<file path="config.mk">
export PLATFORM = sky130hd
export DESIGN_NAME = carriage_ramp_stop_controller
export DESIGN_NICKNAME = d
export VERILOG_FILES = /design/src/crsc_pkg.sv /design/src/crsc_step.sv /design/src/carriage_ramp_stop_controller.sv
export VERILOG_INCLUDE_DIRS = /design/src /design/src/src
export SDC_FILE = /design/constraint.sdc
export NUM_CORES = 2
export LEC_CHECK = 0
export BUFFER_PORTS_ARGS = -buffer_cell sky130_fd_sc_hd__buf_2
export CAP_MARGIN = 0
export CORE_UTILIZATION = 36
export CTS_BUF_LIST = sky130_fd_sc_hd__clkbuf_4 sky130_fd_sc_hd__clkbuf_8 sky130_fd_sc_hd__clkbuf_16
export CTS_CLUSTER_SIZE = 40
export DETAILED_ROUTE_END_ITERATION = 12
export PLACE_DENSITY = 0.56
export SKIP_LAST_GASP = 1
export SYNTH_ARGS = -nofsm -noshare
export SYNTH_HDL_FRONTEND = slang
export SYNTH_HIERARCHICAL = 1
export SYNTH_SLANG_ARGS = --single-unit
</file>
<file path="constraint.sdc">
create_clock -name clk -period 10.7 [get_ports clk]
set_input_delay 2.14 -clock clk [delete_from_list [all_inputs] [get_ports clk]]
set_output_delay 2.14 -clock clk [all_outputs]
set_load 0.01 [all_outputs]
</file>
<file path="src/carriage_ramp_stop_controller_defines.svh">
// ----------------------------------------------------------------------------
// Carriage ramp/stop controller assertion macros
// Shared concurrent assertion wrappers, empty when SYNTHESIS is defined.
// ----------------------------------------------------------------------------
`ifndef CARRIAGE_RAMP_STOP_CONTROLLER_DEFINES_SVH
`define CARRIAGE_RAMP_STOP_CONTROLLER_DEFINES_SVH

`ifndef SYNTHESIS
// Same-cycle implication, clocked on clk, disabled during reset.
`define CRSC_ASSERT_SAME(lbl, ante, cons) \
    lbl: assert property (@(posedge clk) disable iff (!rst_n) (ante) |-> (cons)) \
        else $error("carriage controller check failed");
// Next-cycle implication, clocked on clk, disabled during reset.
`define CRSC_ASSERT_NEXT(lbl, ante, cons) \
    lbl: assert property (@(posedge clk) disable iff (!rst_n) (ante) |=> (cons)) \
        else $error("carriage controller check failed");
`else
`define CRSC_ASSERT_SAME(lbl, ante, cons)
`define CRSC_ASSERT_NEXT(lbl, ante, cons)
`endif

`endif

</file>
<file path="src/crsc_pkg.sv">
// ----------------------------------------------------------------------------
// Carriage ramp/stop controller package
// Types, register indexes and fixed constants shared by the controller.
// ----------------------------------------------------------------------------
package crsc_pkg;

    // Run state machine, one-hot.
    typedef enum logic [3:0] {
        ST_STOPPED  = 4'b0001,
        ST_RAMP     = 4'b0010,
        ST_TRANSIT  = 4'b0100,
        ST_STOPPING = 4'b1000
    } mode_t;

    // External run state codes.
    localparam logic [1:0] RUN_STOPPED  = 2'd0;
    localparam logic [1:0] RUN_RAMP     = 2'd1;
    localparam logic [1:0] RUN_TRANSIT  = 2'd2;
    localparam logic [1:0] RUN_STOPPING = 2'd3;

    // Configuration register indexes.
    typedef enum logic [2:0] {
        REG_ACCEL_FACTOR   = 3'd0,
        REG_CRUISE_LEVEL   = 3'd1,
        REG_BRAKE_SPAN     = 3'd2,
        REG_TIMEOUT_LIMIT  = 3'd3,
        REG_TIMEOUT_ENABLE = 3'd4,
        REG_TEST_MODE      = 3'd5
    } cfg_reg_t;

    // Heading codes, two-bit two's complement.
    localparam logic [1:0] HEAD_NONE = 2'b00;
    localparam logic [1:0] HEAD_FWD  = 2'b01;
    localparam logic [1:0] HEAD_REV  = 2'b11;

    localparam logic [2:0] CODE_OFF = 3'b000;

    // Register reset values.
    localparam logic [7:0]  ACCEL_FACTOR_RESET  = 8'd20;
    localparam logic [7:0]  CRUISE_LEVEL_RESET  = 8'd200;
    localparam logic [31:0] BRAKE_SPAN_RESET    = 32'd8000000;
    localparam logic [31:0] TIMEOUT_LIMIT_RESET = 32'd10000000;
    localparam logic [15:0] RAMP_GAIN_RESET     = 16'd4000;

    // Ramp level divisor and its reciprocal. Numerators below 2^27 divide exactly
    // as a multiplication by RECIP followed by a right shift of RECIP_SHIFT.
    localparam int          LEVEL_NUM_BITS = 27;
    localparam int          RECIP_BITS     = 28;
    localparam int          RECIP_SHIFT    = 46;
    localparam int          DIV_PROD_BITS  = LEVEL_NUM_BITS + RECIP_BITS;
    localparam logic [26:0] RAMP_DIVISOR   = 27'(100000000 >> 8);
    localparam logic [27:0] RECIP          =
        28'(((64'd1 << RECIP_SHIFT) + 64'd390624) / 64'd390625);
    // Numerators of a level below the top speed stay under this bound.
    localparam logic [26:0] LEVEL_NUM_LIMIT = 27'((100000000 >> 8) * 255);

    typedef struct packed {
        logic [7:0]  accel_factor;
        logic [7:0]  cruise_level;
        logic [31:0] brake_span;
        logic [31:0] timeout_limit;
        logic        timeout_enable;
        logic        test_mode;
        logic [15:0] ramp_gain;     // accel_factor * cruise_level
    } cfg_t;

    // Bridge update produced by one tick.
    typedef struct packed {
        logic                      drive;
        logic                      use_level;
        logic [7:0]                speed;
        logic [2:0]                code;
        logic [LEVEL_NUM_BITS-1:0] level_num;
    } drive_cmd_t;

    function automatic logic [1:0] mode_code(input mode_t m);
        logic [1:0] c;
        case (m)
            ST_STOPPED:  c = RUN_STOPPED;
            ST_RAMP:     c = RUN_RAMP;
            ST_TRANSIT:  c = RUN_TRANSIT;
            ST_STOPPING: c = RUN_STOPPING;
            default:     c = RUN_STOPPED;
        endcase
        return c;
    endfunction

endpackage

</file>
<file path="src/crsc_step.sv">
// ----------------------------------------------------------------------------
// Carriage ramp/stop controller tick step
// Next run state, phase timer, heading and pending requests for one tick,
// plus the bridge update that the tick asks for.
// ----------------------------------------------------------------------------
module crsc_step
    import crsc_pkg::*;
#(
    parameter int TIME_BITS = 32
)
(
    input  cfg_t                 cfg,
    input  mode_t                mode_in,
    input  logic [TIME_BITS-1:0] phase_in,
    input  logic [1:0]           heading_in,
    input  logic                 pend_fwd_in,
    input  logic                 pend_rev_in,
    input  logic [19:0]          elapsed_us,
    input  logic                 at_track_end,
    input  logic                 at_track_start,
    input  logic                 forward_request,
    input  logic                 reverse_request,
    output mode_t                mode_out,
    output logic [TIME_BITS-1:0] phase_out,
    output logic [1:0]           heading_out,
    output logic                 pend_fwd_out,
    output logic                 pend_rev_out,
    output drive_cmd_t           cmd
);

    localparam int CW = (TIME_BITS > 32) ? TIME_BITS : 32;

    logic [TIME_BITS:0]        phase_sum;
    logic [TIME_BITS-1:0]      phase_sat;
    logic [CW-1:0]             sat_ext;
    logic [18:0]               ramp_t;
    logic                      ramp_big;
    logic [26:0]               rate_prod;
    logic [34:0]               gain_prod;
    logic                      reach;

    mode_t                     mode;
    logic [TIME_BITS-1:0]      pt;
    logic [1:0]                hd;
    logic                      pf;
    logic                      pr;
    logic                      stop_req;

    assign phase_sum = {1'b0, phase_in} + (TIME_BITS+1)'(elapsed_us);
    assign phase_sat = phase_sum[TIME_BITS] ? '1 : phase_sum[TIME_BITS-1:0];
    assign sat_ext   = CW'(phase_sat);

    // The ramp reaches top speed exactly when (time>>8) * accel_factor reaches
    // the divisor, so the top speed factor drops out of the comparison.
    assign ramp_t    = sat_ext[26:8];
    assign ramp_big  = |sat_ext[CW-1:27];
    assign rate_prod = 27'(ramp_t) * 27'(cfg.accel_factor);
    assign gain_prod = 35'(ramp_t) * 35'(cfg.ramp_gain);
    assign reach     = (cfg.cruise_level == 8'd0) ||
                       ((cfg.accel_factor != 8'd0) &&
                        (ramp_big || (rate_prod >= RAMP_DIVISOR)));

    always_comb
    begin
        mode     = mode_in;
        pt       = phase_sat;
        hd       = heading_in;
        pf       = pend_fwd_in | forward_request;
        pr       = pend_rev_in | reverse_request;
        stop_req = 1'b0;
        cmd      = '0;

        case (mode_in)
            ST_STOPPED:
            begin
                hd = HEAD_NONE;
            end
            ST_RAMP:
            begin
                cmd.drive = 1'b1;
                cmd.code  = {hd[1], hd};
                if (reach)
                begin
                    mode      = ST_TRANSIT;
                    cmd.speed = cfg.cruise_level;
                end
                else
                begin
                    cmd.use_level = 1'b1;
                    cmd.level_num = gain_prod[LEVEL_NUM_BITS-1:0];
                end
            end
            ST_STOPPING:
            begin
                cmd.drive = 1'b1;
                cmd.code  = {hd, 1'b0};
                if (CW'(pt) >= CW'(cfg.brake_span))
                begin
                    mode     = ST_STOPPED;
                    pt       = '0;
                    cmd.code = CODE_OFF;
                end
            end
            ST_TRANSIT:
            begin
                mode = ST_TRANSIT;
            end
            default:
            begin
                mode = mode_in;
            end
        endcase

        if (mode == ST_TRANSIT || mode == ST_RAMP)
        begin
            stop_req = ((hd == HEAD_FWD) && at_track_end) ||
                       (hd[1] && at_track_start) ||
                       (cfg.timeout_enable && (CW'(pt) >= CW'(cfg.timeout_limit)));
            if (stop_req)
            begin
                pt   = '0;
                mode = ST_STOPPING;
            end
        end

        if (mode == ST_STOPPED)
        begin
            if (cfg.test_mode)
            begin
                // Idle reverse: a non-negative heading asks for reverse.
                if (CW'(pt) >= CW'(cfg.timeout_limit))
                begin
                    if (!hd[1])
                        pr = 1'b1;
                    else
                        pf = 1'b1;
                    pt = '0;
                end
                if (at_track_end)
                begin
                    mode = ST_RAMP;
                    pt   = '0;
                    hd   = HEAD_REV;
                end
                if (at_track_start)
                begin
                    mode = ST_RAMP;
                    pt   = '0;
                    hd   = HEAD_FWD;
                end
            end
            // Forward is served first, so a pending reverse wins.
            if (pf)
            begin
                pf   = 1'b0;
                mode = ST_RAMP;
                pt   = '0;
                hd   = HEAD_FWD;
            end
            if (pr)
            begin
                pr   = 1'b0;
                mode = ST_RAMP;
                pt   = '0;
                hd   = HEAD_REV;
            end
        end
    end

    assign mode_out     = mode;
    assign phase_out    = pt;
    assign heading_out  = hd;
    assign pend_fwd_out = pf;
    assign pend_rev_out = pr;

endmodule

</file>
<file path="src/carriage_ramp_stop_controller.sv">
// ----------------------------------------------------------------------------
// Carriage ramp/stop controller
// Four-state carriage drive sequencer: stopped, ramp, transit and stopping.
// ----------------------------------------------------------------------------
// Each item on the tick channel (item_valid / item_stall) is one control tick
// with the elapsed microseconds, the two track sensors and the two requests.
// Every tick gives exactly one result on the result channel (result_valid /
// result_stall): the held bridge level and code, the run state and heading.
// The tick updates the state registers and a command register when it is
// accepted; the ramp level division, a reciprocal multiplication, then fills
// the result register from the command register. One tick can be accepted
// every cycle while item_stall is low, as crsc_step is combinational.
// When the receiver stalls, the result register holds and the command
// register still takes one more tick; item_stall rises only when both are
// full. Configuration writes (cfg_valid / cfg_ready, cfg_index, cfg_data) are
// always ready and are meant to happen while no tick is in flight; indexes
// above 5 are ignored. Reset is asynchronous: the carriage is stopped with a
// forward heading, the timer and requests are cleared, the bridge is off and
// the registers return to their default values.
// ----------------------------------------------------------------------------
`include "carriage_ramp_stop_controller_defines.svh"

module carriage_ramp_stop_controller
    import crsc_pkg::*;
#(
    parameter int TIME_BITS = 32
)
(
    input  logic              clk,
    input  logic              rst_n,

    input  logic              cfg_valid,
    output logic              cfg_ready,
    input  logic [2:0]        cfg_index,
    input  logic [31:0]       cfg_data,

    input  logic              item_valid,
    output logic              item_stall,
    input  logic [19:0]       elapsed_us,
    input  logic              at_track_end,
    input  logic              at_track_start,
    input  logic              forward_request,
    input  logic              reverse_request,

    output logic              result_valid,
    input  logic              result_stall,
    output logic [7:0]        motor_speed,
    output logic signed [2:0] bridge_code,
    output logic [1:0]        run_state,
    output logic signed [1:0] travel_direction
);

    cfg_t                 cfg_reg;
    cfg_t                 cfg_next;
    logic [15:0]          gain_mult;

    mode_t                mode_reg;
    mode_t                mode_next;
    logic [TIME_BITS-1:0] phase_reg;
    logic [TIME_BITS-1:0] phase_next;
    logic [1:0]           heading_reg;
    logic [1:0]           heading_next;
    logic                 pend_fwd_reg;
    logic                 pend_fwd_next;
    logic                 pend_rev_reg;
    logic                 pend_rev_next;

    drive_cmd_t           cmd_next;
    drive_cmd_t           cmd_reg;
    logic [1:0]           cmd_state_reg;
    logic [1:0]           cmd_heading_reg;
    logic                 cmd_valid_reg;

    logic                 result_valid_reg;
    logic [7:0]           speed_reg;
    logic [2:0]           code_reg;
    logic [1:0]           state_reg;
    logic [1:0]           dir_reg;

    logic                 item_take;
    logic                 cmd_move;
    logic [DIV_PROD_BITS-1:0] div_prod;
    logic [7:0]           ramp_level;

    // Configuration: the ramp gain product is refreshed with each write.
    assign cfg_ready = 1'b1;

    always_comb
    begin
        cfg_next  = cfg_reg;
        gain_mult = 16'(cfg_reg.accel_factor) * 16'(cfg_reg.cruise_level);
        case (cfg_index)
            REG_ACCEL_FACTOR:
            begin
                cfg_next.accel_factor = cfg_data[7:0];
                gain_mult             = 16'(cfg_data[7:0]) * 16'(cfg_reg.cruise_level);
            end
            REG_CRUISE_LEVEL:
            begin
                cfg_next.cruise_level = cfg_data[7:0];
                gain_mult             = 16'(cfg_reg.accel_factor) * 16'(cfg_data[7:0]);
            end
            REG_BRAKE_SPAN:     cfg_next.brake_span     = cfg_data;
            REG_TIMEOUT_LIMIT:  cfg_next.timeout_limit  = cfg_data;
            REG_TIMEOUT_ENABLE: cfg_next.timeout_enable = cfg_data[0];
            REG_TEST_MODE:      cfg_next.test_mode      = cfg_data[0];
            default:            cfg_next = cfg_reg;
        endcase
        cfg_next.ramp_gain = gain_mult;
    end

    always_ff @(posedge clk or negedge rst_n)
    begin
        if (!rst_n)
        begin
            cfg_reg.accel_factor   <= ACCEL_FACTOR_RESET;
            cfg_reg.cruise_level   <= CRUISE_LEVEL_RESET;
            cfg_reg.brake_span     <= BRAKE_SPAN_RESET;
            cfg_reg.timeout_limit  <= TIMEOUT_LIMIT_RESET;
            cfg_reg.timeout_enable <= 1'b0;
            cfg_reg.test_mode      <= 1'b1;
            cfg_reg.ramp_gain      <= RAMP_GAIN_RESET;
        end
        else if (cfg_valid && cfg_ready)
        begin
            cfg_reg <= cfg_next;
        end
    end

    // Handshake: the command register moves on whenever the result register
    // is empty or being emptied.
    assign cmd_move   = cmd_valid_reg && (!result_valid_reg || !result_stall);
    assign item_stall = cmd_valid_reg && !cmd_move;
    assign item_take  = item_valid && !item_stall;

    crsc_step #(
        .TIME_BITS (TIME_BITS)
    ) u_step (
        .cfg             (cfg_reg),
        .mode_in         (mode_reg),
        .phase_in        (phase_reg),
        .heading_in      (heading_reg),
        .pend_fwd_in     (pend_fwd_reg),
        .pend_rev_in     (pend_rev_reg),
        .elapsed_us      (elapsed_us),
        .at_track_end    (at_track_end),
        .at_track_start  (at_track_start),
        .forward_request (forward_request),
        .reverse_request (reverse_request),
        .mode_out        (mode_next),
        .phase_out       (phase_next),
        .heading_out     (heading_next),
        .pend_fwd_out    (pend_fwd_next),
        .pend_rev_out    (pend_rev_next),
        .cmd             (cmd_next)
    );

    always_ff @(posedge clk or negedge rst_n)
    begin
        if (!rst_n)
        begin
            mode_reg      <= ST_STOPPED;
            phase_reg     <= '0;
            heading_reg   <= HEAD_FWD;
            pend_fwd_reg  <= 1'b0;
            pend_rev_reg  <= 1'b0;
            cmd_valid_reg <= 1'b0;
        end
        else
        begin
            if (item_take)
            begin
                mode_reg     <= mode_next;
                phase_reg    <= phase_next;
                heading_reg  <= heading_next;
                pend_fwd_reg <= pend_fwd_next;
                pend_rev_reg <= pend_rev_next;
            end
            if (item_take)
                cmd_valid_reg <= 1'b1;
            else if (cmd_move)
                cmd_valid_reg <= 1'b0;
        end
    end

    always_ff @(posedge clk)
    begin
        if (item_take)
        begin
            cmd_reg         <= cmd_next;
            cmd_state_reg   <= mode_code(mode_next);
            cmd_heading_reg <= heading_next;
        end
    end

    // Ramp level: numerator / 390625 by reciprocal multiplication.
    assign div_prod   = DIV_PROD_BITS'(cmd_reg.level_num) * DIV_PROD_BITS'(RECIP);
    assign ramp_level = div_prod[RECIP_SHIFT+7:RECIP_SHIFT];

    // The result register doubles as the bridge hold: its level and code change
    // only when a tick drives the bridge.
    always_ff @(posedge clk or negedge rst_n)
    begin
        if (!rst_n)
        begin
            result_valid_reg <= 1'b0;
            speed_reg        <= '0;
            code_reg         <= CODE_OFF;
            state_reg        <= RUN_STOPPED;
            dir_reg          <= HEAD_FWD;
        end
        else
        begin
            if (cmd_move)
            begin
                result_valid_reg <= 1'b1;
                state_reg        <= cmd_state_reg;
                dir_reg          <= cmd_heading_reg;
                if (cmd_reg.drive)
                begin
                    speed_reg <= cmd_reg.use_level ? ramp_level : cmd_reg.speed;
                    code_reg  <= cmd_reg.code;
                end
            end
            else if (!result_stall)
            begin
                result_valid_reg <= 1'b0;
            end
        end
    end

    assign result_valid     = result_valid_reg;
    assign motor_speed      = speed_reg;
    assign bridge_code      = $signed(code_reg);
    assign run_state        = state_reg;
    assign travel_direction = $signed(dir_reg);

    // A moving carriage always has a direction.
    `CRSC_ASSERT_SAME(a_moving_heading,
        (mode_reg == ST_RAMP || mode_reg == ST_TRANSIT), (heading_reg != HEAD_NONE))
    // From standstill the only way out is a new ramp.
    `CRSC_ASSERT_NEXT(a_stopped_exit, (item_take && mode_reg == ST_STOPPED),
        (mode_reg == ST_STOPPED || mode_reg == ST_RAMP))
    // A divided ramp level always lies below the top speed, hence below 255.
    `CRSC_ASSERT_SAME(a_level_range,
        (cmd_valid_reg && cmd_reg.drive && cmd_reg.use_level),
        (cmd_reg.level_num < LEVEL_NUM_LIMIT))

endmodule

</file>
; After elaboration in Yosys (flattened, before gate mapping)
; Cells that the tools add are included.
[op_classes]
add_sub_neg = 1
multipliers = 6
div_mod_pow = 0
n_lt_le_gt_ge = 4
n_eq_ne = 17
shift = 0
muxes = 51
n_bitwise = 3
n_reduce_logical = 32
[ops]
columns = cell, n
row1 = 2-to-1 mux 32 bit, 12
row2 = greater-or-equal comparator 32 bit, 3
row3 = "multiplier 27 x 27 -> 53 bit, second input constant", 1
row4 = multiplier 8 x 8 -> 16 bit, 3
row5 = 2-to-1 mux 4 bit, 10
row6 = adder 32 x 20 -> 33 bit, 1
row7 = case mux 16 bit (2 select lines), 1
row8 = "greater-or-equal comparator 27 x 19 -> 1 bit, second input constant", 1
row9 = multiplier 19 x 16 -> 27 bit, 1
row10 = multiplier 19 x 8 -> 27 bit, 1
row11 = 2-to-1 mux 1 bit, 16
row12 = AND reduction 2 bit, 8
row13 = 2-to-1 mux 2 bit, 7
row14 = "== test 4 x 2 -> 1 bit, second input constant", 3
row15 = "== test 4 x 3 -> 1 bit, second input constant", 3
row16 = case mux 4 bit (3 select lines), 1
row17 = "== test 4 x 1 -> 1 bit, second input constant", 2
row18 = "== test 4 bit, second input constant", 2
row19 = logical NOT 8 bit, 1
row20 = 2-to-1 mux 8 bit, 1
row21 = nonzero test 8 bit, 1
row22 = logical AND 1 bit, 7
row23 = "== test 3 x 2 -> 1 bit, second input constant", 2
row24 = "== test 3 bit, second input constant", 2
row25 = 14 further kinds, 24
[totals]
ff_bits = 199
latch_bits = 0
ram_bits = 0
mem_bits_ro = 0
word_cells = 139
memories = 0

; Logic depth before layout (Yosys ltp)
[logic_depth]
word_depth = 21
depth_mapped = 52

; Cells and area by module
; The synthesis kept the hierarchy.
[by_module_without_submodules]
columns = mod, n_inst, cells_each, area_each_um2, seq_area_each_um2
row1 = carriage_ramp_stop_controller, 1, 2494, 26495.4, 5237.5
row2 = crsc_step, 1, 2287, 18137.4, 0.0

; Worst setup path after synthesis
; Ideal clock, no wire load.
[synth_timing]
kind = input port to flip-flop
start = in elapsed_us[0]
end = reg cmd_state_reg[0], data pin
setup_time_ps = 259
t_arrival_ps = 12041
required_ps = 10441
setup_slack_ps = -1600
path_stages = 50
path_buffers = 5
cell_sequence = ha_1 > fa_1 > a211oi_2 > o21ai_2 > a21oi_1 > o21ai_0 > a31oi_1 > o21bai_1 > a21oi_1 > xor2_1 > nand2_1 > clkbuf_1 > ha_1 > a21o_1 > a21o_1 > a21o_1 > a221o_1 > a31oi_1 > [14 not listed] > a211o_1 > clkbuf_1 > or2_2 > ha_1 > nand2b_1 > a21o_1 > a21o_1 > a21o_1 > a21o_1 > a21o_1 > a211o_1 > a2111oi_1 > o21bai_1 > o311a_1 > clkbuf_1 > clkbuf_1 > nor2_1 > nor3_1
[synth_via]
elab_chain_cells = 21
word_cells_on_any_way = 42
cone_classes = 1 x add/sub / 1 x mul / 4 x order compare / 6 x eq/ne / 23 x mux / 7 x reduce/logical
[synth_lines]
columns = item, line_no
row1 = start: declaration, carriage_ramp_stop_controller.sv:39  ; input logic [19:0] elapsed_us,
row2 = adder 32 x 20 -> 33 bit *, crsc_step.sv:49  ; assign phase_sum = {1'b0, phase_in} + (TIME_BITS+1)'(elapsed_us);
row3 = 2-to-1 mux 32 bit *, crsc_step.sv:50  ; assign phase_sat = phase_sum[TIME_BITS] ? '1 : phase_sum[TIME_BITS-1:0];
row4 = multiplier 19 x 8 -> 27 bit, crsc_step.sv:57  ; assign rate_prod = 27'(ramp_t) * 27'(cfg.accel_factor);
row5 = greater-or-equal comparator 27 x 19 -> 1 bit, crsc_step.sv:61  ; (ramp_big || (rate_prod >= RAMP_DIVISOR)));
row6 = logical OR 1 bit, crsc_step.sv:61
row7 = logical AND 1 bit, crsc_step.sv:60  ; ((cfg.accel_factor != 8'd0) &&
row8 = logical OR 1 bit, crsc_step.sv:59  ; assign reach = (cfg.cruise_level == 8'd0) ||
row9 = 2-to-1 mux 4 bit, crsc_step.sv:82  ; if (reach)
row10 = [6 not listed], -
row11 = 2-to-1 mux 1 bit, crsc_step.sv:128  ; if (cfg.test_mode)
row12 = 2-to-1 mux 1 bit, crsc_step.sv:126  ; if (mode == ST_STOPPED)
row13 = 2-to-1 mux 4 bit, crsc_step.sv:153  ; if (pf)
row14 = 2-to-1 mux 4 bit, crsc_step.sv:160  ; if (pr)
row15 = 2-to-1 mux 4 bit *, crsc_step.sv:126
row16 = via mode_next[0], carriage_ramp_stop_controller.sv:58  ; mode_t mode_next;
row17 = == test 4 bit (tied with other cells), crsc_pkg.sv:78  ; case (m)
row18 = case mux 2 bit (3 select lines) *, crsc_pkg.sv:78
row19 = end signal: assignment, carriage_ramp_stop_controller.sv:191  ; cmd_state_reg <= mode_code(mode_next);
row20 = end: declaration, carriage_ramp_stop_controller.sv:70  ; logic [1:0] cmd_state_reg;
; Mark *: on every way through the listed nets, which the timed path passes. The rest lies on a longest branch. The select of a mux whose other input is x is not followed.
; A chain may end at the register's enable or synchronous reset.

; Worst setup path in the final report
; Ends and elaborated chain as after synthesis.

==> results by group <==
Route
  – DRT iter0 DRCs: 2050
  – Wire length per cell: 19.7 um
  – Detailed Route WL: 129000 um
  – Residual DRC: 0
  – Total vias in the final route: 32800
  – Vias per cell: 4.98
  – Post-route ant nets: 0
  – Pre-antenna DRT Iters: 6

Yosys
  – Mapped Cells: 4781
  – YS warnings: 6
  – Post-synth cell types: 110
  – Syn avg cell area: 9.34 um2
  – Ys async rst share: 77.9%
  – Syn Nets: 6218
  – Sequential element share of the synthesized area: 11.7%
  – EDFF count, synth: 44
  – Synthesized area: 44600 um2
  – Most common flop cell mapped by yosys: dfrtp_1
  – #FFs+latches synth: 199

Placed design
  – Routability cong.: 0.926
  – Placed Area: 48300 um2
  – HPWL after DPL: 105000 um
  – I/O Buffers: 80
  – Post-Place Cells: 6541

Finish
  – Synth-to-layout area growth: 10.9%
  – Final Util: 40.5%
  – Share of layout cells above drive strength 1: 13.0%
  – Multi-input logic area: 35300 um2
  – Fill count: 12200
  – Largest register FFs: 98
  – Reg area: 5240 um2
  – Nets: 6383
  – Final instance area: 49500 um2
  – Final Non-Filler Cells: 6588

Clock tree
  – Num CTS Buffers: 17
  – Latest clock arrival within the worst-skew pair: 0.50 ns
  – # clock sinks: 199
  – CTS tree: built
  – Hold_buf cts: 0
  – Clock buffer depth: 2
  – Clk root buf: clkbuf_16
  – CTS clock-pin slew for the worst setup and hold paths: 0.09 ns
  – Htree depth: 4

Timing
  – Final hold vios: 0
  – RSZ-0062 raised after global routing: yes
  – Hold WS: 0.437 ns
  – Slew of the pin with the lowest slew margin: 1.10 ns
  – Setup ws final: -0.524 ns
  – Slew margin rel.: 26.5%
  – Fin Clk Skew: 0.0253 ns
  – Period utilization: 105%
  – Minimum clock period: 11.22 ns
  – Final setup viols: 40
  – Fmax: 0.0891 GHz
  – Slew Viols, Final: 0

Setup path
  – CP Launch Type: input pin
  – CP most frequent cell: a21o_1
  – Slowest CP cell: fa_2
  – Req. time, crit path: 10.95 ns
  – Critical Path AT: 11.47 ns
  – Reg-to-reg slack, setup: 0.74 ns
  – Max FO, Critical Path: 5
  – Crit-path max cell delay: 0.42 ns
  – Critical Path Sink Type: register
  – Critical Setup Path Class: in -> reg

GRT
  – First-pass GRT wire length: 202000 um
  – Initial antenna violation count: 6
  – Vias in the first global route: 34700
  – Grt total ovfl: 0
  – Largest net degree at the start of global routing: 94
  – GRT Util Overall: 21.1%

Die
  – Chip height: 354 um
  – Core area: 122000 um2
  – Initial Util: 36.5%
  – Chip width: 354 um
  – Ports: 82
  – Site row count: 128
  – Die outline area: 125000 um2

Outcome
  – Outcome: finished with violations
  – Failing checks: negative setup slack

Min path
  – Hold Crit Class: reg -> reg

Run
  – Total of max-cap violations: 0
==> worst max-delay path: cells and delay by family <==
kind                       cells  cell delay, ns
xor gates and xnor gates       2            0.39
and+or+nand+nor                6            0.96
adders and majority gates      5            1.33
buffers and inverters          2            0.28
AOI/OAI and AO/OA             33            6.34
==> per-stage QoR <==
step / setup TNS [ns] / setup slack [ns]
2_1_floorplan: -21.46 / -0.700
3_3_place_gp: -47.86 / -1.29
3_5_place_dp: -50.83 / -1.35
4_1_cts: -12.56 / -0.414
5_1_grt: -30.52 / -0.891
6_report: -17.33 / -0.524
==> Yosys cell counts (44+ instances only) <==
| master | n | area (um2) |
|---|---|---|
| a21o_1 | 80 | 601 |
| a21oi_1 | 130 | 651 |
| and2_1 | 281 | 1760 |
| clkbuf_1 | 130 | 488 |
| dfrtp_1 | 125 | 3130 |
| edfxtp_1 | 44 | 1320 |
| fa_1 | 721 | 14400 |
| ha_1 | 652 | 8160 |
| inv_1 | 1079 | 4050 |
| mux2_2 | 131 | 1480 |
| nand2_1 | 425 | 1600 |
| nor2_1 | 191 | 717 |
| nor3_1 | 72 | 360 |
| o21ai_0 | 76 | 380 |
| xnor2_1 | 69 | 604 |
==> cells in the final DEF (no fill, tap or decap), drive strengths merged, types with 17 or more instances in the layout <==
| cell type | n |
|---|---|
| nor2 | 191 |
| a21oi | 133 |
| a211oi | 27 |
| nor2b | 43 |
| mux2 | 131 |
| nand3 | 36 |
| clkbuf | 19 |
| nor3b | 17 |
| nand2 | 430 |
| nor3 | 73 |
| ha | 652 |
| dfrtp | 125 |
| edfxtp | 44 |
| nand2b | 22 |
| o21ai | 96 |
| a31oi | 21 |
| o211ai | 17 |
| and2 | 283 |
| nand4 | 30 |
| dfstp | 30 |
| and3 | 25 |
| o21a | 21 |
| buf | 308 |
| a21o | 81 |
| fa | 721 |
| inv | 1088 |
| xor2 | 34 |
| xnor2 | 70 |
==> cell type report <==
type / count / share of cell area (%)
multi-input combinational: 3337 / 71.4
inverter: 1081 / 8.20
tap: 1625 / 4.11
timing repair buffer: 310 / 4.52
sequential: 199 / 10.6
clock buffer: 18 / 0.875
clock inverter: 14 / 0.313
antenna: 4 / 0.0202
==> worst paths after layout <==
kind	start	depth (start not counted)	to
max in group asynchronous	rst_n	2	phase_reg[30]
hold reg to reg	cmd_reg[29]	2	bridge_code[2]
setup / recovery	elapsed_us[0]	48	cmd_state_reg[0]
hold / removal	cmd_reg[29]	2	bridge_code[2]
setup reg to reg	phase_reg[0]	47	cmd_state_reg[0]
min in group asynchronous	rst_n	1	cfg_reg[93]
==> per-layer routing <==
layer | vias up | global-route usage, % | part of all wire, %
met4 | 0 | 5.22 | 2.2
met3 | 125 | 2.85 | 4.9
li1 | 15400 | - | -
met1 | 16600 | 28.4 | 45
met2 | 673 | 35.8 | 48
met5 | - | 0 | 0
==> cells by family (layout without fill, tap and decap cells) <==
group	after synthesis	after routing	synth area share [%]
other cells	1	5	0.00840
xor+xnor	107	107	2.21
buf+inv	1245	1423	10.6
simple gates	1207	1207	13.5
fa+ha+maj	1373	1373	50.6
compound gates	504	504	7.66
mux	145	145	3.63
flops	199	199	11.7
==> what timing repair did <==
| item | CTS | global route |
|---|---|---|
| setup buffers | 5 | 5 |
| gates resized for setup | 45 | 49 |
| setup endpoints to repair | 40 | 43 |
| pin swaps | 18 | 4 |
| cloned | 2 | 1 |
Power is left out: the tool's default activity adds up to more than one toggle a clock period on the data nets, which glitch-free logic cannot reach.
